## config.mk

```make
export PLATFORM = sky130hd
export DESIGN_NAME = typed_value_tlv_stream_parser_unit_flat
export DESIGN_NICKNAME = d
export VERILOG_FILES = /design/src/rtl/core/tlvp_pkg.sv /design/src/rtl/core/tlvp_stream_if.sv /design/src/rtl/core/typed_value_tlv_stream_parser_unit.sv /design/src/flat_wrapper.sv
export SDC_FILE = /design/constraint.sdc
export NUM_CORES = 1
export LEC_CHECK = 0
export ABC_AREA = 0
export BUFFER_PORTS_ARGS = -buffer_cell sky130_fd_sc_hd__buf_2
export CELL_PAD_IN_SITES_DETAIL_PLACEMENT = 0
export CELL_PAD_IN_SITES_GLOBAL_PLACEMENT = 1
export CORE_MARGIN = 10
export CORE_UTILIZATION = 51
export CTS_CLUSTER_SIZE = 28
export DETAILED_ROUTE_END_ITERATION = 12
export PLACE_DENSITY = 0.89
export SLEW_MARGIN = 20
export SYNTH_ARGS = -nofsm -noshare
export SYNTH_HDL_FRONTEND = slang
export SYNTH_SLANG_ARGS = --single-unit
export TNS_END_PERCENT = 10
```

## constraint.sdc

```tcl
create_clock -name clk_i -period 6.3 [get_ports clk_i]
set_input_delay 0.63 -clock clk_i [delete_from_list [all_inputs] [get_ports clk_i]]
set_output_delay 0.63 -clock clk_i [all_outputs]
set_load 0.02 [all_outputs]
```

## src/rtl/core/tlvp_pkg.sv

```systemverilog
// Shared types and constants of the typed-value record stream parser.
package tlvp_pkg;

  localparam int unsigned TypeMax     = 3;
  localparam int unsigned StoreMax    = 15;
  localparam int unsigned LowBytes    = 8;
  localparam int unsigned IntLength   = 4;
  localparam int unsigned BoolLength  = 1;

  typedef enum logic [1:0] {
    KIND_INT   = 2'd0,
    KIND_FLOAT = 2'd1,
    KIND_BOOL  = 2'd2,
    KIND_TEXT  = 2'd3
  } kind_e;

  typedef enum logic [1:0] {
    ST_GOOD      = 2'd0,
    ST_MALFORMED = 2'd1,
    ST_TRUNCATED = 2'd2
  } status_e;

  typedef struct packed {
    logic [7:0] byte_in;
    logic       last_byte;
  } tlvp_in_t;

  typedef struct packed {
    kind_e       kind;
    logic [3:0]  length;
    logic [63:0] payload_low;
    logic [55:0] payload_high;
    status_e     status;
    logic        stream_end;
  } tlvp_out_t;

endpackage

```

## src/rtl/core/tlvp_stream_if.sv

```systemverilog
// Valid/ready stream channel carrying one request of a given payload type.
interface tlvp_stream_if #(
  parameter type data_t = logic
);
  logic  valid;
  logic  ready;
  data_t data;

  modport source (output valid, output data, input ready);
  modport sink   (input valid, input data, output ready);
endinterface

```

## src/rtl/core/typed_value_tlv_stream_parser_unit.sv

```systemverilog
// Typed-value record stream parser: one byte per request, one record per result.
// Latency: a record result appears in the cycle after the byte that completes it.
// Throughput: one byte per cycle, sustained; the single result register is the
// only stage, and a new byte is taken whenever it is empty or being drained.
// Reset (rst_ni low, asynchronous) returns the parser to the type byte and
// empties the result register; the payload bytes hold no reset value.
module typed_value_tlv_stream_parser_unit import tlvp_pkg::*; #(
  parameter int unsigned MAX_TEXT_BYTES = 15
) (
  input  logic          clk_i,
  input  logic          rst_ni,
  tlvp_stream_if.sink   in_i,
  tlvp_stream_if.source out_o
);

  localparam int unsigned StoreDepth = (MAX_TEXT_BYTES > IntLength) ? MAX_TEXT_BYTES
                                                                     : IntLength;
  localparam int unsigned IdxW       = $clog2(StoreDepth);

  typedef enum logic [1:0] {
    PH_TYPE,
    PH_LEN_LO,
    PH_LEN_HI,
    PH_DATA
  } phase_e;

  phase_e      phase_q, phase_d;
  kind_e       kind_q, kind_d;
  logic [15:0] len_q, len_d;
  logic [15:0] seen_q, seen_d;
  logic        bad_q, bad_d;
  logic        disc_q, disc_d;
  logic [7:0]  store_q [StoreDepth];
  logic [7:0]  store_w [StoreDepth];
  logic        store_we;

  tlvp_out_t   out_q, res;
  logic        out_valid_q;
  logic        res_valid;
  logic        acc;

  tlvp_in_t    din;
  logic [15:0] full_len;
  logic [15:0] seen_inc;
  logic        len_ok;
  logic [7:0]  lane [StoreMax];
  logic [63:0] pack_lo;
  logic [55:0] pack_hi;

  assign din      = in_i.data;
  assign in_i.ready = !out_valid_q || out_o.ready;
  assign acc      = in_i.valid && in_i.ready;
  assign full_len = {din.byte_in, len_q[7:0]};
  assign seen_inc = seen_q + 16'd1;
  assign store_we = !disc_q && (phase_q == PH_DATA) && (seen_q < 16'(StoreDepth));

  always_comb begin
    unique case (kind_q)
      KIND_INT, KIND_FLOAT: len_ok = (full_len == 16'(IntLength));
      KIND_BOOL:            len_ok = (full_len == 16'(BoolLength));
      KIND_TEXT:            len_ok = (full_len <= 16'(MAX_TEXT_BYTES));
      default:              len_ok = 1'b0;
    endcase
  end

  // The byte that completes a record is merged in before packing.
  always_comb begin
    for (int i = 0; i < StoreDepth; i++) begin
      store_w[i] = store_q[i];
    end
    if (store_we) begin
      store_w[seen_q[IdxW-1:0]] = din.byte_in;
    end
  end

  for (genvar g = 0; g < StoreMax; g++) begin : g_lane
    if (g < StoreDepth) begin : g_used
      assign lane[g] = (len_q > 16'(g)) ? store_w[g] : 8'd0;
    end else begin : g_unused
      assign lane[g] = 8'd0;
    end
  end

  for (genvar g = 0; g < LowBytes; g++) begin : g_lo
    assign pack_lo[8*g +: 8] = lane[g];
  end

  for (genvar g = 0; g < StoreMax - LowBytes; g++) begin : g_hi
    assign pack_hi[8*g +: 8] = lane[LowBytes + g];
  end

  always_comb begin
    phase_d   = phase_q;
    kind_d    = kind_q;
    len_d     = len_q;
    seen_d    = seen_q;
    bad_d     = bad_q;
    disc_d    = disc_q;
    res_valid = 1'b0;
    res       = '0;
    res.stream_end = din.last_byte;

    if (disc_q) begin
      if (din.last_byte) begin
        disc_d  = 1'b0;
        phase_d = PH_TYPE;
      end
    end else begin
      unique case (phase_q)
        PH_TYPE: begin
          if (din.byte_in > 8'(TypeMax) || din.last_byte) begin
            res_valid  = 1'b1;
            res.status = ST_MALFORMED;
            disc_d     = !din.last_byte;
            bad_d      = 1'b0;
          end else begin
            kind_d  = kind_e'(din.byte_in[1:0]);
            phase_d = PH_LEN_LO;
          end
        end
        PH_LEN_LO: begin
          if (din.last_byte) begin
            res_valid  = 1'b1;
            res.status = ST_MALFORMED;
            bad_d      = 1'b0;
            phase_d    = PH_TYPE;
          end else begin
            len_d   = {8'd0, din.byte_in};
            phase_d = PH_LEN_HI;
          end
        end
        PH_LEN_HI: begin
          if (din.last_byte && full_len != 16'd0) begin
            res_valid  = 1'b1;
            res.status = ST_MALFORMED;
            bad_d      = 1'b0;
            phase_d    = PH_TYPE;
          end else begin
            len_d  = full_len;
            seen_d = 16'd0;
            if (full_len == 16'd0) begin
              // An empty record finishes on its length byte; only empty text is good.
              res_valid = 1'b1;
              phase_d   = PH_TYPE;
              if (!len_ok) begin
                res.status = ST_MALFORMED;
                bad_d      = 1'b0;
                disc_d     = !din.last_byte;
              end else begin
                res.kind   = kind_q;
                res.status = ST_GOOD;
                bad_d      = 1'b0;
              end
            end else begin
              bad_d   = !len_ok;
              phase_d = PH_DATA;
            end
          end
        end
        PH_DATA: begin
          seen_d = seen_inc;
          if (seen_inc >= len_q) begin
            res_valid = 1'b1;
            phase_d   = PH_TYPE;
            if (bad_q) begin
              res.status = ST_MALFORMED;
              bad_d      = 1'b0;
              disc_d     = !din.last_byte;
            end else begin
              res.kind   = kind_q;
              res.length = len_q[3:0];
              res.status = ST_GOOD;
              if (kind_q == KIND_BOOL) begin
                res.payload_low = {63'd0, store_w[0] != 8'd0};
              end else begin
                res.payload_low  = pack_lo;
                res.payload_high = pack_hi;
              end
            end
          end else if (din.last_byte) begin
            res_valid  = 1'b1;
            res.status = ST_TRUNCATED;
            bad_d      = 1'b0;
            phase_d    = PH_TYPE;
          end
        end
        default: phase_d = PH_TYPE;
      endcase
    end
  end

  always_ff @(posedge clk_i or negedge rst_ni) begin
    if (!rst_ni) begin
      phase_q     <= PH_TYPE;
      kind_q      <= KIND_INT;
      len_q       <= '0;
      seen_q      <= '0;
      bad_q       <= 1'b0;
      disc_q      <= 1'b0;
      out_valid_q <= 1'b0;
      out_q       <= '0;
    end else begin
      if (acc) begin
        phase_q <= phase_d;
        kind_q  <= kind_d;
        len_q   <= len_d;
        seen_q  <= seen_d;
        bad_q   <= bad_d;
        disc_q  <= disc_d;
      end
      if (in_i.ready) begin
        out_valid_q <= acc && res_valid;
        out_q       <= res;
      end
    end
  end

  always_ff @(posedge clk_i) begin
    if (acc && store_we) begin
      store_q[seen_q[IdxW-1:0]] <= din.byte_in;
    end
  end

  assign out_o.valid = out_valid_q;
  assign out_o.data  = out_q;

endmodule

```

## src/flat_wrapper.sv

```systemverilog
// flat-port wrapper written by rule: the top's interface ports become plain ports
module typed_value_tlv_stream_parser_unit_flat import tlvp_pkg::*;
#(
  parameter int unsigned MAX_TEXT_BYTES = 15
)
  (clk_i, rst_ni, in_i_valid, in_i_data, in_i_ready, out_o_valid, out_o_data, out_o_ready);
  tlvp_stream_if #(.data_t(tlvp_in_t)) in_i_i ();
  tlvp_stream_if #(.data_t(tlvp_out_t)) out_o_i ();
  input  logic clk_i;
  input  logic rst_ni;
  input wire logic [$bits(in_i_i.valid)-1:0] in_i_valid;
  input wire logic [$bits(in_i_i.data)-1:0] in_i_data;
  output wire logic [$bits(in_i_i.ready)-1:0] in_i_ready;
  output wire logic [$bits(out_o_i.valid)-1:0] out_o_valid;
  output wire logic [$bits(out_o_i.data)-1:0] out_o_data;
  input wire logic [$bits(out_o_i.ready)-1:0] out_o_ready;
  assign in_i_i.valid = in_i_valid;
  assign in_i_i.data = in_i_data;
  assign in_i_ready = in_i_i.ready;
  assign out_o_valid = out_o_i.valid;
  assign out_o_data = out_o_i.data;
  assign out_o_i.ready = out_o_ready;
  typed_value_tlv_stream_parser_unit #(.MAX_TEXT_BYTES(MAX_TEXT_BYTES)) u_core (.clk_i(clk_i), .rst_ni(rst_ni), .in_i(in_i_i), .out_o(out_o_i));
endmodule
```

==> flow_metrics.tcl, run 1 <==
set metrics [dict create \
    yosysWarningCount 0 \
    crit_arrival_ns 4.57 \
    p_per_area_nw_per_um2 315 \
    cts_buffers 28 \
    rsz0062_at_grt "false" \
    cts_hold_buf 0 \
    cts_resized 0 \
    place_area_um2 13900 \
    worstPathRequired_ns 6.67 \
    cts.path.max_buffers 3 \
    status "finished clean" \
    tightest_slew_ns 1.03 \
    synth-edff-count 120 \
    numPortBuffers 143 \
    htree_levels 1 \
    worstSkewPairLatency_ns 0.53 \
    syn_nets 1114 \
    core_um2 25000 \
    maxCapViolations 0 \
    synth.avg_cell_area_um2 12.0 \
    criticalPathCategory "flip-flop to flip-flop" \
    synth_ff_type "dfrtp_1" \
    postCtsSetupBuffers 0 \
    relSlewSlack_pct 31.6 \
    hold_path_class "input pin to async pin" \
    syn2layout_area_growth_pct 14.4 \
    peakVddDrop_uv 245 \
    final_nets 1226 \
    drt_iter0_drc 907 \
    critPathLaunchType "flip-flop" \
    die_area_um2 32100 \
    cts.sinks 288 \
    num_rows 58 \
    dp.cells 1493 \
    diodes 0 \
    finalCriticalPeriod_ns 4.20 \
    grt_first_pass_wirelength_mm 50.8 \
    instances_no_fill 1545 \
    start_util_pct 51.7 \
    die_h_um 179 \
    drive_gt1_share_pct 18.3 \
    place_hpwl_mm 21.0 \
    num_vias 9028 \
    slew_violations 0 \
    cts_tree "built" \
    post-route-period-util_pct 66.7 \
    num_io_pins 144 \
    final_area_um2 14800 \
    setup_viol 0 \
    die_w_um 179 \
    max_freq_ghz 0.238 \
    synth_seq_area_share_pct 60.3 \
    antenna_found_initial 0 \
    overflow 0 \
    synth.distinct_cells 64 \
    ys_seq_elements 288 \
    async_flop_share_pct 58.3 \
    cp-end-kind "flip-flop" \
    dr.pass1.iters 5 \
    drtAntennaViolNets 0 \
    cp_max_fo 60 \
    place_congestion 0.867 \
    finalHoldViolations 0 \
    routed_wl_mm 32.8 \
    via_per_inst 5.84 \
    post_drt_wl_per_cell_um 21.2 \
    skew_ns 0.0104 \
    fill_cells 2037 \
    setup-tns-final_ns 0 \
    grt_pass1_vias 8824 \
    postSynthCellCount 1081 \
    drc_errors 0 \
    clockRootBuffer "clkbuf_16" \
    grt_max_degree 94 \
    syn_area_um2 12900 \
    clkTransAtPathRegs_ns 0.06 \
    p_leak_nw 6.86 \
    grt.total_usage_pct 19.8 \
]
-- stage by stage --
| stage | power, mW | hold WS [ns] | setup WS (ns) | util, % |
|---|---|---|---|---|
| after floorplan | 2.76 | 0.334 | 3.08 | - |
| after global placement | 3.02 | 0.457 | 2.33 | 55.5 |
| after detailed placement | 3.04 | 0.460 | 2.22 | 55.5 |
| after CTS | 4.68 | 0.219 | 2.15 | 59.1 |
| after global routing | 4.87 | 0.245 | 1.88 | 59.1 |
| final | 4.66 | 0.179 | 2.10 | 59.1 |
-- cell families after synthesis --
logic type,count (synthesis),synth area share (%)
buffers and inverters,102,3.20
adders and majority gates,20,1.93
muxes,138,10.8
and+or+nand+nor,311,11.3
DFF,288,60.3
AOI/OAI and AO/OA,208,11.5
xor gates and xnor gates,14,0.948
-- worst max-delay path, stage by stage, from the launching register on --
cell     delay (ns)
dfrtp_1        0.49
ha_1           0.46
nand3_1        0.27
nor4_2         0.59
xnor2_1        0.18
ha_1           0.28
a21o_1         0.19
a21oi_1        0.17
nand2_1        0.09
o31a_1         0.36
o21ai_4        0.17
buf_4          0.54
o31ai_1        0.20
-- sequential cells by signal (all words and copies together) (netlist names) --
signal              cells
u_core.out_o.data     129
u_core.store_q        120
u_core.len_q           16
u_core.seen_q          16
u_core.kind_q           2
u_core.phase_q          2
u_core.bad_q            1
u_core.disc_q           1
u_core.out_o.valid      1
-- worst paths after layout --
kind	from	endpoint	slack, ns	depth (start not counted)
worst max-delay path	u_core.seen_q[0]	u_core.out_o.data[26]	2.10	12
worst min-delay path	rst_ni	u_core.out_o.data[79]	0.18	1
worst max register to register	u_core.seen_q[0]	u_core.out_o.data[26]	2.10	12
worst min register to register	u_core.out_o.data[104]	u_core.out_o.data[104]	0.47	2
max in group asynchronous	rst_ni	u_core.out_o.data[106]	4.54	2
min in group clk_i	in_i_data[0]	u_core.out_o.data[2]	0.44	3
-- where the power goes --
group / internal, mW / switching (mW)
Sequential: 2.06 / 0.153
Clock: 0.961 / 0.691
Combinational: 0.261 / 0.539
-- cells in the mapped netlist, drive strengths merged, types with 17 or more instances --
cell type,count,area [um2]
o31ai,126,946
dfrtp,168,4200
edfxtp,120,3600
nor2,37,141
a21oi,17,96.4
clkbuf,55,208
mux2i,129,1290
nand3,17,85.1
o21ai,28,140
nand2,179,672
ha,20,250
inv,27,101
buf,20,105
-- placed cells by master (no fill, tap or decap), types with 4 or more instances in the layout --
master / n
nor4_1: 9
buf_4: 14
nor3_1: 8
inv_1: 27
o31ai_1: 126
clkinv_2: 5
o21ai_0: 25
or3_1: 6
and2_1: 12
a31oi_1: 4
buf_2: 142
nand2_1: 179
edfxtp_1: 120
nand4_1: 7
clkbuf_16: 29
mux2i_1: 129
ha_1: 20
a21oi_1: 16
xnor2_1: 11
nor2b_1: 9
a22o_1: 4
and3_1: 4
clkbuf_1: 9
nor2_1: 36
a21o_1: 4
nand3_1: 17
dfrtp_1: 168
mux2_2: 9
-- routing by layer --
| metal | global-route usage [%] | part of all wire, % | routed length, um |
|---|---|---|---|
| met5 | 0 | 0 | 0 |
| met4 | 4.68 | 2.2 | 707 |
| met3 | 2.63 | 5.7 | 1870 |
| met2 | 33.1 | 49 | 16000 |
| met1 | 27.0 | 43 | 14200 |
-- final cells by class --
type / instances / area [um2] / area share, %
Sequential cell: 288 / 7810 / 52.8
Multi-Input combinational cell: 691 / 4740 / 32.0
Clock buffer: 41 / 801 / 5.41
Timing Repair Buffer: 157 / 827 / 5.59
Tap cell: 330 / 413 / 2.79
Clock inverter: 11 / 105 / 0.710
Inverter: 27 / 101 / 0.685
No activity file was read; power rests on OpenSTA's default activity.
==> inputs of run 2 (changes only) <==
Settings changed: CORE_UTILIZATION 51 to 47, PLACE_DENSITY 0.89 to 0.83.
Clock period 6.3 ns to 4.2 ns, I/O delays scaled along.
==> run 2 against run 1 <==
Compared with the run above: cell count rose by 1.1%; critical path depth rose by 1; clock skew rose by 0.0098 ns; non-clock buffer count rose by 5; clock power rose by 55%; register-to-register slack got worse by 1.7 ns.
==> flow_metrics.tcl, run 2 (same netlist as run 1, synthesis figures left out) <==
set metrics [dict create \
    grt.total_usage_pct 19.1 \
    status "finished clean" \
    startpoint "u_core.seen_q[3]" \
    worstPathRequired_ns 4.60 \
    reg2reg_slack_ns 0.39 \
    cts_tree "built" \
    crit_chain "and2_1 > nand4_1 > nor3_2 > nand3_1 > xnor2_1 > ha_1 > a21o_1 > a21oi_1 > nor2b_1 > or2_2 > o21ai_4 > buf_12 > o31ai_1" \
    slew_violations 0 \
    num_rows 60 \
    start_util_pct 47.9 \
    fin_util_pct 55.3 \
    dp.cells 1508 \
    wl_met1_mm 14.6 \
    min_from "in_i_data[0]" \
    cts.sinks 288 \
    grt_max_degree 95 \
    post_drt_wl_per_cell_um 21.3 \
    grt_pass1_vias 9028 \
    power_mw 7.10 \
    drt_iter0_drc 722 \
    dr_wl_met3_mm 2.14 \
    die_area_um2 34600 \
    max_freq_ghz 0.262 \
    place_congestion 0.843 \
    post-route-period-util_pct 90.7 \
    fin_ws_ns 0.389 \
    htree_levels 1 \
    criticalPathCategory "flip-flop to flip-flop" \
    multi_input_area_um2 4750 \
    instances_no_fill 1562 \
    largest_reg_flops 129 \
    hold-path-cell-count 3 \
    finalCriticalPeriod_ns 3.81 \
    die_h_um 186 \
    slowest_delay_ns 0.58 \
    cts_buffers 29 \
    relSlewSlack_pct 34.1 \
    fill_cells 2313 \
    critPathLaunchType "flip-flop" \
    die_w_um 186 \
    place_hpwl_mm 21.6 \
    p_per_area_nw_per_um2 475 \
    final_cell_mix "nand2_1 (179), dfrtp_1 (168), buf_2 (142), mux2i_1 (129), o31ai_1 (126)" \
    clockRootBuffer "clkbuf_16" \
    setup_viol 0 \
    drive_gt1_share_pct 18.9 \
    drtAntennaViolNets 0 \
    overflow 0 \
    skew_ns 0.0202 \
    hold_path_class "input pin to flip-flop" \
    p_leak_nw 6.93 \
    num_vias 9033 \
    cp-end-kind "flip-flop" \
    num_io_pins 144 \
    highest_layer "met4" \
    final_common_cell "nand2_1" \
    maxCapViolations 0 \
    clkTransAtPathRegs_ns 0.06 \
    wl_met2_mm 15.9 \
    crit_arrival_ns 4.21 \
    r2r_start "u_core.seen_q[3]" \
    setup-tns-final_ns 0 \
    pre_cts_ws_ns 0.296 \
    critPathSlowestCell "dfrtp_1" \
    rsz0062_at_grt "false" \
    drc_errors 0 \
    antenna_found_initial 0 \
    routed_wl_mm 33.3 \
    dr.pass1.iters 5 \
    holdPathEnd "u_core.out_o.data[2]" \
    diodes 0 \
    regArea_um2 7810 \
    final_nets 1232 \
    cts.path.max_buffers 3 \
    via_per_inst 5.78 \
    finalHoldViolations 0 \
    cp_max_fo 67 \
    rr_endpoint "u_core.out_o.data[29]" \
    worstSkewPairLatency_ns 0.55 \
    syn2layout_area_growth_pct 15.4 \
    r2r_cells 13 \
    core_um2 27000 \
    tightest_slew_ns 0.988 \
    grt_first_pass_wirelength_mm 52.2 \
    peakVddDrop_uv 326 \
    numPortBuffers 143 \
]
-- run 2: changes by cell type in the layout (fill, tap and decap cells not counted), moves of 2 or more --
cell and delta:
clkbuf_1 -7, buf_12 +3, clkinv_1 +3, clkinv_2 +2
-- run 2: what timing repair did --
action                                 4_1_cts  5_1_grt
resized for setup                            0        2
setup endpoints to repair                    0      124
hold buffers                                 1        0
buffers inserted                             0        0
endpoints found under the hold margin        3        0
-- run 2: layer usage --
layer  vias up  global-route usage, %
met5         -                      0
met4         0                   4.68
met3        49                   3.26
met2       280                   31.4
met1      4509                   25.6
li1       4195                      -
-- run 2: layout make-up --
cell class	count	share of cell area, %
repair buffers	162	6.06
clock inverters	19	1.16
multi-input cells	691	31.8
inverters	27	0.679
well taps	341	2.86
clock buffers	34	5.19
flip-flops and latches	288	52.3
-- run 2: worst max path at each step --
stage / to / slack (ns) / cells past startpoint
floorplan: u_core.out_o.data[67] / 0.98 / 13
global placement: u_core.out_o.data[80] / 0.42 / 12
detailed placement: u_core.out_o.data[88] / 0.30 / 12
CTS: u_core.out_o.data[117] / 0.27 / 12
global route: u_core.out_o.data[29] / 0.11 / 12
finish: u_core.out_o.data[29] / 0.39 / 13
-- run 2: critical path, delay by kind of cell (launching register included) --
family	cells	cell delay (ns)
simple gates	6	1.50
compound gates	4	0.70
flops	1	0.58
buf+inv	1	0.30
fa+ha+maj	1	0.28
xor+xnor	1	0.22
-- run 2: report_power, final --
group,switching (mW),internal (mW)
sequential,0.196,3.09
combinational,0.859,0.403
clock,1.06,1.49
total,2.11,4.98
-- run 2: per-stage QoR --
stage	area, um2	hold slack [ns]
6_report	14900	0.246
5_1_grt	14900	0.270
4_1_cts	14900	0.228
3_5_place_dp	14000	0.460
3_3_place_gp	14000	0.456
2_1_floorplan	12900	0.124
